===== src/hdl/assert_macros.svh =====
// Assertion helpers, included by typed_length_frame_parser.sv.
`ifndef ASSERT_MACROS_SVH
`define ASSERT_MACROS_SVH

// Same-cycle implication, clocked on clock, off during reset.
`define TLFP_ASSERT_IMP(lbl, ante, cons, msg) \
   lbl: assert property (@(posedge clock) disable iff (reset) (ante) |-> (cons)) \
      else $error(msg);

// Next-cycle implication, clocked on clock, off during reset.
`define TLFP_ASSERT_NXT(lbl, ante, cons, msg) \
   lbl: assert property (@(posedge clock) disable iff (reset) (ante) |=> (cons)) \
      else $error(msg);

`endif


===== src/hdl/tlfp_pkg.sv =====
// ----------------------------------------------------------------------------
// tlfp_pkg
// Types and constants of the typed length frame parser: register indexes,
// reset defaults, result status codes, controller states and the command
// and status groups between controller and datapath.
// ----------------------------------------------------------------------------
package tlfp_pkg;

   localparam int CSR_IDX_W  = 3;
   localparam int CSR_DATA_W = 8;

   localparam logic [CSR_IDX_W-1:0] CSR_START_BYTE     = 3'd0;
   localparam logic [CSR_IDX_W-1:0] CSR_LED_CODE       = 3'd1;
   localparam logic [CSR_IDX_W-1:0] CSR_STATUS_CODE    = 3'd2;
   localparam logic [CSR_IDX_W-1:0] CSR_SERIAL_CODE    = 3'd3;
   localparam logic [CSR_IDX_W-1:0] CSR_LED_LENGTH     = 3'd4;
   localparam logic [CSR_IDX_W-1:0] CSR_RATE_POSITION  = 3'd5;
   localparam logic [CSR_IDX_W-1:0] CSR_COUNT_POSITION = 3'd6;

   localparam logic [7:0] RST_START_BYTE     = 8'd0;
   localparam logic [7:0] RST_LED_CODE       = 8'd1;
   localparam logic [7:0] RST_STATUS_CODE    = 8'd2;
   localparam logic [7:0] RST_SERIAL_CODE    = 8'd3;
   localparam logic [4:0] RST_LED_LENGTH     = 5'd2;
   localparam logic [3:0] RST_RATE_POSITION  = 4'd0;
   localparam logic [3:0] RST_COUNT_POSITION = 4'd1;

   localparam logic [1:0] RSP_NONE   = 2'd0;
   localparam logic [1:0] RSP_ACCEPT = 2'd1;
   localparam logic [1:0] RSP_ERROR  = 2'd2;

   typedef enum logic [3:0] {
      ST_HUNT,
      ST_CODE,
      ST_LEN,
      ST_DATA,
      ST_CHK_RATE,
      ST_CHK_COUNT,
      ST_CHK_END,
      ST_EMIT_RD,
      ST_EMIT_LD
   } state_type;

   // What goes into the result register this cycle
   typedef enum logic [2:0] {
      LD_NONE,
      LD_IDLE,
      LD_ERROR,
      LD_EMPTY,
      LD_BYTE
   } load_type;

   typedef enum logic [1:0] {
      RD_RATE,
      RD_COUNT,
      RD_EMIT
   } rdsel_type;

   typedef struct packed {
      logic      take_code;
      logic      take_len;
      logic      write_byte;
      logic      clear;
      logic      rd_en;
      rdsel_type rd_sel;
      logic      cap_rate;
      logic      idx_clr;
      logic      idx_inc;
      load_type  load;
   } cmd_type;

   typedef struct packed {
      logic is_start;
      logic known;
      logic held_led;
      logic len_ok;
      logic len_zero;
      logic frame_done;
      logic chk_ok;
      logic idx_last;
      logic out_free;
   } sts_type;

endpackage


===== src/hdl/tlfp_dpath.sv =====
// ----------------------------------------------------------------------------
// tlfp_dpath
// Datapath: configuration registers, frame header registers, payload
// buffer with one registered read port, and the result register.
// ----------------------------------------------------------------------------
module tlfp_dpath #(
   parameter int MAX_PAYLOAD = 16
) (
   input  logic                                clock,
   input  logic                                reset,
   input  logic                                csr_write,
   input  logic [tlfp_pkg::CSR_IDX_W-1:0]      csr_index,
   input  logic [tlfp_pkg::CSR_DATA_W-1:0]     csr_data,
   input  logic [7:0]                          rx_byte,
   input  tlfp_pkg::cmd_type                   cmd,
   output tlfp_pkg::sts_type                   sts,
   input  logic                                rsp_stall,
   output logic                                rsp_valid,
   output logic [1:0]                          rsp_status,
   output logic [7:0]                          rsp_message_code,
   output logic [4:0]                          rsp_frame_length,
   output logic [3:0]                          rsp_byte_index,
   output logic [7:0]                          rsp_payload_byte,
   output logic                                rsp_last
);

   // Lengths never exceed 31, so entries above that are never touched
   localparam int DEPTH = (MAX_PAYLOAD < 32) ? MAX_PAYLOAD : 32;
   localparam int AW    = $clog2(DEPTH);

   logic [7:0] start_byte_ff, led_code_ff, status_code_ff, serial_code_ff;
   logic [4:0] led_length_ff;
   logic [3:0] rate_pos_ff, count_pos_ff;

   logic [7:0] held_code_ff, held_code_in;
   logic [4:0] expected_ff, expected_in;
   logic [4:0] fill_ff, fill_in;
   logic [4:0] idx_ff, idx_in;
   logic [4:0] fill_nxt, idx_nxt;

   logic [7:0] mem [DEPTH];
   logic [7:0] rdata_ff;
   logic [4:0] rd_addr;
   logic       rate_ok_ff;
   logic       rate_pos_ok, count_pos_ok;

   logic       rsp_valid_ff, rsp_valid_in;
   logic [1:0] rsp_status_ff;
   logic [7:0] rsp_code_ff;
   logic [4:0] rsp_len_ff;
   logic [3:0] rsp_idx_ff;
   logic [7:0] rsp_byte_ff;
   logic       rsp_last_ff;

   always_ff @(posedge clock) begin
      if (reset) begin
         start_byte_ff  <= tlfp_pkg::RST_START_BYTE;
         led_code_ff    <= tlfp_pkg::RST_LED_CODE;
         status_code_ff <= tlfp_pkg::RST_STATUS_CODE;
         serial_code_ff <= tlfp_pkg::RST_SERIAL_CODE;
         led_length_ff  <= tlfp_pkg::RST_LED_LENGTH;
         rate_pos_ff    <= tlfp_pkg::RST_RATE_POSITION;
         count_pos_ff   <= tlfp_pkg::RST_COUNT_POSITION;
      end else if (csr_write) begin
         case (csr_index)
            tlfp_pkg::CSR_START_BYTE:     start_byte_ff  <= csr_data;
            tlfp_pkg::CSR_LED_CODE:       led_code_ff    <= csr_data;
            tlfp_pkg::CSR_STATUS_CODE:    status_code_ff <= csr_data;
            tlfp_pkg::CSR_SERIAL_CODE:    serial_code_ff <= csr_data;
            tlfp_pkg::CSR_LED_LENGTH:     led_length_ff  <= csr_data[4:0];
            tlfp_pkg::CSR_RATE_POSITION:  rate_pos_ff    <= csr_data[3:0];
            tlfp_pkg::CSR_COUNT_POSITION: count_pos_ff   <= csr_data[3:0];
            default: ;
         endcase
      end
   end

   assign fill_nxt = fill_ff + 5'd1;
   assign idx_nxt  = idx_ff + 5'd1;

   assign rate_pos_ok  = ({1'b0, rate_pos_ff} < expected_ff) &&
                         (32'(rate_pos_ff) < MAX_PAYLOAD);
   assign count_pos_ok = ({1'b0, count_pos_ff} < expected_ff) &&
                         (32'(count_pos_ff) < MAX_PAYLOAD);

   always_comb begin
      sts.is_start   = (rx_byte == start_byte_ff);
      sts.held_led   = (held_code_ff == led_code_ff) || (held_code_ff == serial_code_ff);
      sts.known      = (rx_byte == led_code_ff) || (rx_byte == serial_code_ff) ||
                       (rx_byte == status_code_ff);
      sts.len_zero   = (rx_byte == 8'd0);
      sts.len_ok     = sts.held_led ?
                       ((rx_byte == {3'b000, led_length_ff}) &&
                        (32'(rx_byte) <= MAX_PAYLOAD)) :
                       sts.len_zero;
      sts.frame_done = (fill_nxt >= expected_ff);
      sts.chk_ok     = rate_ok_ff && count_pos_ok && (rdata_ff != 8'd0);
      sts.idx_last   = (idx_nxt == expected_ff);
      sts.out_free   = !rsp_valid_ff || !rsp_stall;
   end

   always_comb begin
      held_code_in = held_code_ff;
      expected_in  = expected_ff;
      fill_in      = fill_ff;
      idx_in       = idx_ff;
      if (cmd.take_code) held_code_in = rx_byte;
      if (cmd.take_len) begin
         expected_in = rx_byte[4:0];
         fill_in     = 5'd0;
      end
      if (cmd.write_byte) fill_in = fill_nxt;
      if (cmd.idx_clr)    idx_in  = 5'd0;
      if (cmd.idx_inc)    idx_in  = idx_nxt;
      if (cmd.clear) begin
         held_code_in = 8'd0;
         expected_in  = 5'd0;
         fill_in      = 5'd0;
      end
   end

   always_ff @(posedge clock) begin
      if (reset) begin
         held_code_ff <= 8'd0;
         expected_ff  <= 5'd0;
         fill_ff      <= 5'd0;
         idx_ff       <= 5'd0;
      end else begin
         held_code_ff <= held_code_in;
         expected_ff  <= expected_in;
         fill_ff      <= fill_in;
         idx_ff       <= idx_in;
      end
   end

   always_comb begin
      case (cmd.rd_sel)
         tlfp_pkg::RD_RATE:  rd_addr = {1'b0, rate_pos_ff};
         tlfp_pkg::RD_COUNT: rd_addr = {1'b0, count_pos_ff};
         tlfp_pkg::RD_EMIT:  rd_addr = idx_ff;
         default:            rd_addr = idx_ff;
      endcase
   end

   // Payload buffer; out-of-range positions are masked by the position checks
   always_ff @(posedge clock) begin
      if (cmd.write_byte && (32'(fill_ff) < DEPTH)) begin
         mem[fill_ff[AW-1:0]] <= rx_byte;
      end
      if (cmd.rd_en && (32'(rd_addr) < DEPTH)) begin
         rdata_ff <= mem[rd_addr[AW-1:0]];
      end
      if (cmd.cap_rate) begin
         rate_ok_ff <= rate_pos_ok && (rdata_ff != 8'd0);
      end
   end

   always_comb begin
      rsp_valid_in = rsp_valid_ff;
      if (cmd.load != tlfp_pkg::LD_NONE) begin
         rsp_valid_in = 1'b1;
      end else if (!rsp_stall) begin
         rsp_valid_in = 1'b0;
      end
   end

   always_ff @(posedge clock) begin
      if (reset) begin
         rsp_valid_ff <= 1'b0;
      end else begin
         rsp_valid_ff <= rsp_valid_in;
      end
   end

   always_ff @(posedge clock) begin
      case (cmd.load)
         tlfp_pkg::LD_IDLE, tlfp_pkg::LD_ERROR: begin
            rsp_status_ff <= (cmd.load == tlfp_pkg::LD_ERROR) ?
                             tlfp_pkg::RSP_ERROR : tlfp_pkg::RSP_NONE;
            rsp_code_ff   <= 8'd0;
            rsp_len_ff    <= 5'd0;
            rsp_idx_ff    <= 4'd0;
            rsp_byte_ff   <= 8'd0;
            rsp_last_ff   <= 1'b1;
         end
         tlfp_pkg::LD_EMPTY: begin
            rsp_status_ff <= tlfp_pkg::RSP_ACCEPT;
            rsp_code_ff   <= held_code_ff;
            rsp_len_ff    <= 5'd0;
            rsp_idx_ff    <= 4'd0;
            rsp_byte_ff   <= 8'd0;
            rsp_last_ff   <= 1'b1;
         end
         tlfp_pkg::LD_BYTE: begin
            rsp_status_ff <= tlfp_pkg::RSP_ACCEPT;
            rsp_code_ff   <= held_code_ff;
            rsp_len_ff    <= expected_ff;
            rsp_idx_ff    <= idx_ff[3:0];
            rsp_byte_ff   <= rdata_ff;
            rsp_last_ff   <= sts.idx_last;
         end
         default: ;
      endcase
   end

   assign rsp_valid        = rsp_valid_ff;
   assign rsp_status       = rsp_status_ff;
   assign rsp_message_code = rsp_code_ff;
   assign rsp_frame_length = rsp_len_ff;
   assign rsp_byte_index   = rsp_idx_ff;
   assign rsp_payload_byte = rsp_byte_ff;
   assign rsp_last         = rsp_last_ff;

endmodule


===== src/hdl/tlfp_ctrl.sv =====
// ----------------------------------------------------------------------------
// tlfp_ctrl
// Controller: frame phase tracking, payload checks and result sequencing.
// ----------------------------------------------------------------------------
module tlfp_ctrl (
   input  logic                clock,
   input  logic                reset,
   input  logic                req_valid,
   output logic                req_stall,
   input  tlfp_pkg::sts_type   sts,
   output tlfp_pkg::cmd_type   cmd
);

   tlfp_pkg::state_type state_ff, state_in;
   logic                in_phase;
   logic                accept;

   assign in_phase  = state_ff inside {tlfp_pkg::ST_HUNT, tlfp_pkg::ST_CODE,
                                       tlfp_pkg::ST_LEN, tlfp_pkg::ST_DATA};
   assign req_stall = !(in_phase && sts.out_free);
   assign accept    = req_valid && !req_stall;

   always_ff @(posedge clock) begin
      if (reset) begin
         state_ff <= tlfp_pkg::ST_HUNT;
      end else begin
         state_ff <= state_in;
      end
   end

   always_comb begin
      state_in = state_ff;
      case (state_ff)
         tlfp_pkg::ST_HUNT: begin
            if (accept && sts.is_start) state_in = tlfp_pkg::ST_CODE;
         end
         tlfp_pkg::ST_CODE: begin
            if (accept) begin
               if (sts.known)          state_in = tlfp_pkg::ST_LEN;
               else if (!sts.is_start) state_in = tlfp_pkg::ST_HUNT;
            end
         end
         tlfp_pkg::ST_LEN: begin
            if (accept) begin
               if (!sts.len_ok || sts.len_zero) state_in = tlfp_pkg::ST_HUNT;
               else                             state_in = tlfp_pkg::ST_DATA;
            end
         end
         tlfp_pkg::ST_DATA: begin
            if (accept && sts.frame_done) begin
               state_in = sts.held_led ? tlfp_pkg::ST_CHK_RATE : tlfp_pkg::ST_HUNT;
            end
         end
         tlfp_pkg::ST_CHK_RATE:  state_in = tlfp_pkg::ST_CHK_COUNT;
         tlfp_pkg::ST_CHK_COUNT: state_in = tlfp_pkg::ST_CHK_END;
         tlfp_pkg::ST_CHK_END: begin
            if (sts.out_free) begin
               state_in = sts.chk_ok ? tlfp_pkg::ST_EMIT_RD : tlfp_pkg::ST_HUNT;
            end
         end
         tlfp_pkg::ST_EMIT_RD: state_in = tlfp_pkg::ST_EMIT_LD;
         tlfp_pkg::ST_EMIT_LD: begin
            if (sts.out_free) begin
               state_in = sts.idx_last ? tlfp_pkg::ST_HUNT : tlfp_pkg::ST_EMIT_RD;
            end
         end
         default: state_in = tlfp_pkg::ST_HUNT;
      endcase
   end

   always_comb begin
      cmd = '0;
      cmd.rd_sel = tlfp_pkg::RD_EMIT;
      cmd.load   = tlfp_pkg::LD_NONE;
      case (state_ff)
         tlfp_pkg::ST_HUNT: begin
            if (accept) cmd.load = tlfp_pkg::LD_IDLE;
         end
         tlfp_pkg::ST_CODE: begin
            if (accept) begin
               if (sts.known) begin
                  cmd.take_code = 1'b1;
                  cmd.load      = tlfp_pkg::LD_IDLE;
               end else if (sts.is_start) begin
                  cmd.load = tlfp_pkg::LD_IDLE;
               end else begin
                  cmd.clear = 1'b1;
                  cmd.load  = tlfp_pkg::LD_ERROR;
               end
            end
         end
         tlfp_pkg::ST_LEN: begin
            if (accept) begin
               if (!sts.len_ok) begin
                  cmd.clear = 1'b1;
                  cmd.load  = tlfp_pkg::LD_ERROR;
               end else if (sts.len_zero) begin
                  // zero-length frame completes here; LED-style lacks its checked bytes
                  cmd.clear = 1'b1;
                  cmd.load  = sts.held_led ? tlfp_pkg::LD_ERROR : tlfp_pkg::LD_EMPTY;
               end else begin
                  cmd.take_len = 1'b1;
                  cmd.load     = tlfp_pkg::LD_IDLE;
               end
            end
         end
         tlfp_pkg::ST_DATA: begin
            if (accept) begin
               cmd.write_byte = 1'b1;
               if (!sts.frame_done) begin
                  cmd.load = tlfp_pkg::LD_IDLE;
               end else if (!sts.held_led) begin
                  cmd.clear = 1'b1;
                  cmd.load  = tlfp_pkg::LD_ERROR;
               end
            end
         end
         tlfp_pkg::ST_CHK_RATE: begin
            cmd.rd_en  = 1'b1;
            cmd.rd_sel = tlfp_pkg::RD_RATE;
         end
         tlfp_pkg::ST_CHK_COUNT: begin
            cmd.rd_en    = 1'b1;
            cmd.rd_sel   = tlfp_pkg::RD_COUNT;
            cmd.cap_rate = 1'b1;
         end
         tlfp_pkg::ST_CHK_END: begin
            if (sts.out_free) begin
               if (sts.chk_ok) begin
                  cmd.idx_clr = 1'b1;
               end else begin
                  cmd.clear = 1'b1;
                  cmd.load  = tlfp_pkg::LD_ERROR;
               end
            end
         end
         tlfp_pkg::ST_EMIT_RD: begin
            cmd.rd_en  = 1'b1;
            cmd.rd_sel = tlfp_pkg::RD_EMIT;
         end
         tlfp_pkg::ST_EMIT_LD: begin
            if (sts.out_free) begin
               cmd.load = tlfp_pkg::LD_BYTE;
               if (sts.idx_last) cmd.clear   = 1'b1;
               else              cmd.idx_inc = 1'b1;
            end
         end
         default: ;
      endcase
   end

endmodule


===== src/hdl/typed_length_frame_parser.sv =====
// A byte that leaves a frame open gives its status result in the cycle after acceptance.
// A completed LED-style frame runs its buffer checks, then a read and a load state per payload
// result, all paced by the single read port of the payload buffer; the next request waits.
// Other requests: one per cycle while the result side keeps up.
// Reset (synchronous): configuration registers back to defaults, parser hunting; buffer not cleared.
// ----------------------------------------------------------------------------
// typed_length_frame_parser
// Parses start / code / length / payload frames from a byte stream and
// reports per-byte status or the payload of each accepted frame.
// ----------------------------------------------------------------------------
`include "assert_macros.svh"

module typed_length_frame_parser #(
   parameter int MAX_PAYLOAD = 16
) (
   input  logic                            clock,
   input  logic                            reset,
   input  logic                            csr_write,
   input  logic [tlfp_pkg::CSR_IDX_W-1:0]  csr_index,
   input  logic [tlfp_pkg::CSR_DATA_W-1:0] csr_data,
   input  logic                            req_valid,
   output logic                            req_stall,
   input  logic [7:0]                      req_rx_byte,
   output logic                            rsp_valid,
   input  logic                            rsp_stall,
   output logic [1:0]                      rsp_status,
   output logic [7:0]                      rsp_message_code,
   output logic [4:0]                      rsp_frame_length,
   output logic [3:0]                      rsp_byte_index,
   output logic [7:0]                      rsp_payload_byte,
   output logic                            rsp_last
);

   tlfp_pkg::cmd_type cmd;
   tlfp_pkg::sts_type sts;

   tlfp_ctrl u_ctrl (
      .clock     (clock),
      .reset     (reset),
      .req_valid (req_valid),
      .req_stall (req_stall),
      .sts       (sts),
      .cmd       (cmd)
   );

   tlfp_dpath #(
      .MAX_PAYLOAD (MAX_PAYLOAD)
   ) u_dpath (
      .clock            (clock),
      .reset            (reset),
      .csr_write        (csr_write),
      .csr_index        (csr_index),
      .csr_data         (csr_data),
      .rx_byte          (req_rx_byte),
      .cmd              (cmd),
      .sts              (sts),
      .rsp_stall        (rsp_stall),
      .rsp_valid        (rsp_valid),
      .rsp_status       (rsp_status),
      .rsp_message_code (rsp_message_code),
      .rsp_frame_length (rsp_frame_length),
      .rsp_byte_index   (rsp_byte_index),
      .rsp_payload_byte (rsp_payload_byte),
      .rsp_last         (rsp_last)
   );

   `TLFP_ASSERT_IMP(a_req_needs_room, req_valid && !req_stall, !rsp_valid || !rsp_stall, "request taken while result register blocked")
   `TLFP_ASSERT_IMP(a_load_needs_room, cmd.load != tlfp_pkg::LD_NONE, sts.out_free, "result loaded over a pending one")
   `TLFP_ASSERT_NXT(a_error_shown, cmd.load == tlfp_pkg::LD_ERROR, rsp_valid && rsp_status == tlfp_pkg::RSP_ERROR, "error result not presented")
   `TLFP_ASSERT_IMP(a_mid_is_payload, rsp_valid && !rsp_last, rsp_status == tlfp_pkg::RSP_ACCEPT, "non-final result outside an accepted frame")
   `TLFP_ASSERT_IMP(a_status_blank, rsp_valid && rsp_status != tlfp_pkg::RSP_ACCEPT, rsp_message_code == 8'd0 && rsp_frame_length == 5'd0, "status result carries frame fields")

endmodule

===== config.mk =====
export PLATFORM = sky130hd
export DESIGN_NAME = typed_length_frame_parser
export DESIGN_NICKNAME = d
export VERILOG_FILES = /design/src/hdl/tlfp_pkg.sv /design/src/hdl/tlfp_dpath.sv /design/src/hdl/tlfp_ctrl.sv /design/src/hdl/typed_length_frame_parser.sv
export VERILOG_INCLUDE_DIRS = /design/src /design/src/hdl
export SDC_FILE = /design/constraint.sdc
export NUM_CORES = 1
export LEC_CHECK = 0
export ABC_AREA = 1
export BUFFER_PORTS_ARGS = -buffer_cell sky130_fd_sc_hd__buf_2
export CAP_MARGIN = 20
export CORE_MARGIN = 2
export CORE_UTILIZATION = 26
export CTS_CLUSTER_DIAMETER = 50
export DETAILED_ROUTE_END_ITERATION = 8
export PLACE_DENSITY_LB_ADDON = 0.25
export SLEW_MARGIN = 20
export SYNTH_ARGS = -nofsm -noshare
export SYNTH_HDL_FRONTEND = slang
export SYNTH_SLANG_ARGS = --single-unit

===== constraint.sdc =====
create_clock -name clock -period 2.95 [get_ports clock]
set_input_delay 0.59 -clock clock [delete_from_list [all_inputs] [get_ports clock]]
set_output_delay 0.59 -clock clock [all_outputs]
set_load 0.02 [all_outputs]

==> results.tsv <==
metric	value	unit
status	completed	
power_density	606	mW/mm^2
num_rows	75	
hp-class	input pin to register	
start_util	26.3	%
antenna_cells	0	
slew_headroom	64.9	%
ant_nets	0	
hold_viol	0	
seq_power_share	45.9	%
synth_async_sr_flop_share	0	%
cap_viol_max_count	0	
area_growth	19.7	%
fin_util	31.5	%
initialDrtViolationCount	514	
yosys.cell_types.count	36	
synth_top_flop_cell	edfxtp_1	
synth_seq_cells	238	
cts-root-buf	clkbuf_16	
grt_pass1_wl	47700	um
finClkSkew	0.00900	ns
die-area	0.0440	mm^2
netSwitchingFraction	22.2	%
ys_seq_area_share	58.3	%
power_switching	1.77	mW
htree_levels	1	
grt_max_degree	65	
setup_viol	0	
syn_nets	1232	
grtUsageTotal	13.9	%
clock_latency	0.56	ns
grt_overflow_total	0	
drive_above_1_share	14.3	%
antenna_found_initial	1	
power_frac_comb	5.5	%
final_cell_area	0.0132	mm^2
place.gp.congestion	0.801	
synth_cells	1192	
timing.final.crit_share	91.3	%
path_class	register to register	
cts_buffer_depth	3	
max_freq	371	MHz
worstMarginPinSlew	0.526	ns
max-vdd-ir-drop	404	uV
cp.required	3.20	ns
drv_slew	0	
cts_tree	yes	
vias	8277	
vias_per_cell	4.49	
min_period	2.69	ns
drc	0	
avgSynthCellArea	9.23	um^2
synthesis.area	0.0110	mm^2
wire_per_inst	16.4	um
clk_pin_slew	0.06	ns
dp_hpwl	20600	um
internal_power	6.21	mW
port_buffers	53	
grt_pass1_vias	8065	
endpoint_kind	register	
yosysWarnings	0	
worst-path-max-fanout	18	
numCtsBuffers	30	
die_h	210	um
finish.net_count	1321	
firstDrtPassIters	5	
placed_area	0.0121	mm^2
cp.arrival	2.94	ns
core	0.0419	mm^2
die_x	210	um
post_cts_buffers	0	
wirelength	30200	um
leakagePower	5.04	nW
num_io_pins	54	
start_kind	register	
power_frac_clock	48.6	%
cts_sinks	238	
synth_edf_count	165	
[registers in the layout, indices dropped and copies added, names as in the netlist]
signal / count
u_dpath.rsp_message_code: 8
u_dpath.rsp_frame_length: 5
u_dpath.status_code_ff: 8
u_dpath.idx_ff: 5
u_dpath.rate_ok_ff: 1
u_dpath.fill_ff: 5
u_ctrl.state_ff: 4
u_dpath.rsp_payload_byte: 8
u_dpath.rsp_status: 2
u_dpath.held_code_ff: 8
u_dpath.start_byte_ff: 8
u_dpath.led_length_ff: 5
u_dpath.count_pos_ff: 4
u_dpath.rate_pos_ff: 4
u_dpath.expected_ff: 5
u_dpath.serial_code_ff: 8
u_dpath.mem: 128
u_dpath.rdata_ff: 8
u_dpath.rsp_valid: 1
u_dpath.rsp_byte_index: 4
u_dpath.led_code_ff: 8
u_dpath.rsp_last: 1
[logic make-up (layout without fill, tap and decap cells)]
family	after synthesis	count (layout)	synth area share [%]
AND/OR/NAND/NOR	545	545	21.1
flip-flops	238	238	58.3
AO/OA/AOI/OAI	203	203	10.3
buffers and inverters	160	272	6.06
XOR/XNOR	30	30	2.39
adder cells (fa/ha/maj)	16	16	1.82
[synth_stat cells, types with 17 or more instances]
| cell type | n | area share, % |
|---|---|---|
| a21oi_1 | 63 | 2.9 |
| clkbuf_1 | 17 | 0.58 |
| dfxtp_1 | 73 | 13 |
| edfxtp_1 | 165 | 45 |
| inv_1 | 108 | 3.7 |
| nand2_1 | 215 | 7.3 |
| nand3_1 | 78 | 3.5 |
| nor2_1 | 200 | 6.8 |
| o211ai_1 | 28 | 1.9 |
| o21ai_0 | 97 | 4.4 |
| xnor2_1 | 24 | 1.9 |
[per-stage QoR]
stage | std cells | power [mW] | TNS, ns | worst slack [ns] | hold WS (ns)
final | 1843 | 7.98 | 0 | 0.257 | 0.321
after global routing | 1843 | 8.27 | -0.156 | -0.0121 | 0.318
after CTS | 1843 | 8.09 | 0 | 0.116 | 0.300
after detailed placement | 1788 | 4.18 | 0 | 0.128 | 0.457
after global placement | 1788 | 4.18 | 0 | 0.150 | 0.456
after floorplan | 1192 | 3.98 | 0 | 0.0962 | 0.444
[routing by layer]
metal | track usage (%) | share of wire, % | routed length (um) | up-vias
li1 | - | - | - | 4182
met1 | 19.9 | 49 | 14900 | 3895
met2 | 22.0 | 45 | 13500 | 148
met3 | 1.72 | 3.4 | 1040 | 52
met4 | 3.96 | 2.4 | 721 | 0
met5 | 0 | 0 | 0 | -
[cell usage in the layout, fill, tap and decap left out, drive strengths merged]
cell type	instances
clkinvlp	1
edfxtp	165
bufinv	6
ha	16
nor2	206
a21oi	68
a22oi	4
buf	100
xor2	6
xnor2	24
o21ai	100
nor3	5
nand4	17
o21a	1
inv	120
nand3	78
dfxtp	73
clkinv	9
nand2	222
o21bai	1
o31ai	1
clkbuf	36
or2	17
o211ai	28
[repair_timing]
action,in CTS,in global routing
endpoints found under the setup margin,0,37
resized for setup,0,5
hold buffers,0,0
[worst max-delay path, stage by stage (launching register included)]
cell and delay [ns]:
dfxtp_1 0.40, ha_1 0.23, nand3_1 0.13, xnor2_2 0.17, ha_1 0.31, nand2_1 0.08, nor2_1 0.05, o21ai_0 0.06
nand2_1 0.08, nor2_2 0.16, nand2_1 0.08, nand3_1 0.09, nor2_1 0.05, nand2_1 0.06, nand2_1 0.09, nand3_1 0.13
buf_6 0.22
[worst paths after layout]
| path | depth (start not counted) | endpoint | slack (ns) | startpoint |
|---|---|---|---|---|
| setup / recovery | 16 | u_dpath.rsp_payload_byte[1] | 0.26 | u_dpath.fill_ff[1] |
| hold / removal | 1 | u_dpath.mem[14][4] | 0.32 | req_rx_byte[4] |
| setup reg to reg | 16 | u_dpath.rsp_payload_byte[1] | 0.26 | u_dpath.fill_ff[1] |
| hold reg to reg | 2 | u_dpath.status_code_ff[3] | 0.47 | u_dpath.status_code_ff[3] |
[area by class of cell]
class,instances,area (um^2)
fill,4368,28700
sequential,238,6420
clock inverter,19,265
clock buffer,36,795
tap,539,674
inverter,117,439
multi-input combinational,794,3930
timing repair buffer,100,647
[power by group through the flow]
stage	Sequential [mW]	Combinational (mW)	Clock, mW
6_report	3.67	0.437	3.88
5_1_grt	3.67	0.489	4.11
4_1_cts	3.67	0.441	3.98
3_5_place_dp	3.74	0.439	0
3_3_place_gp	3.74	0.437	0
2_1_floorplan	3.78	0.199	0
(Power assumes the default switching activity.)
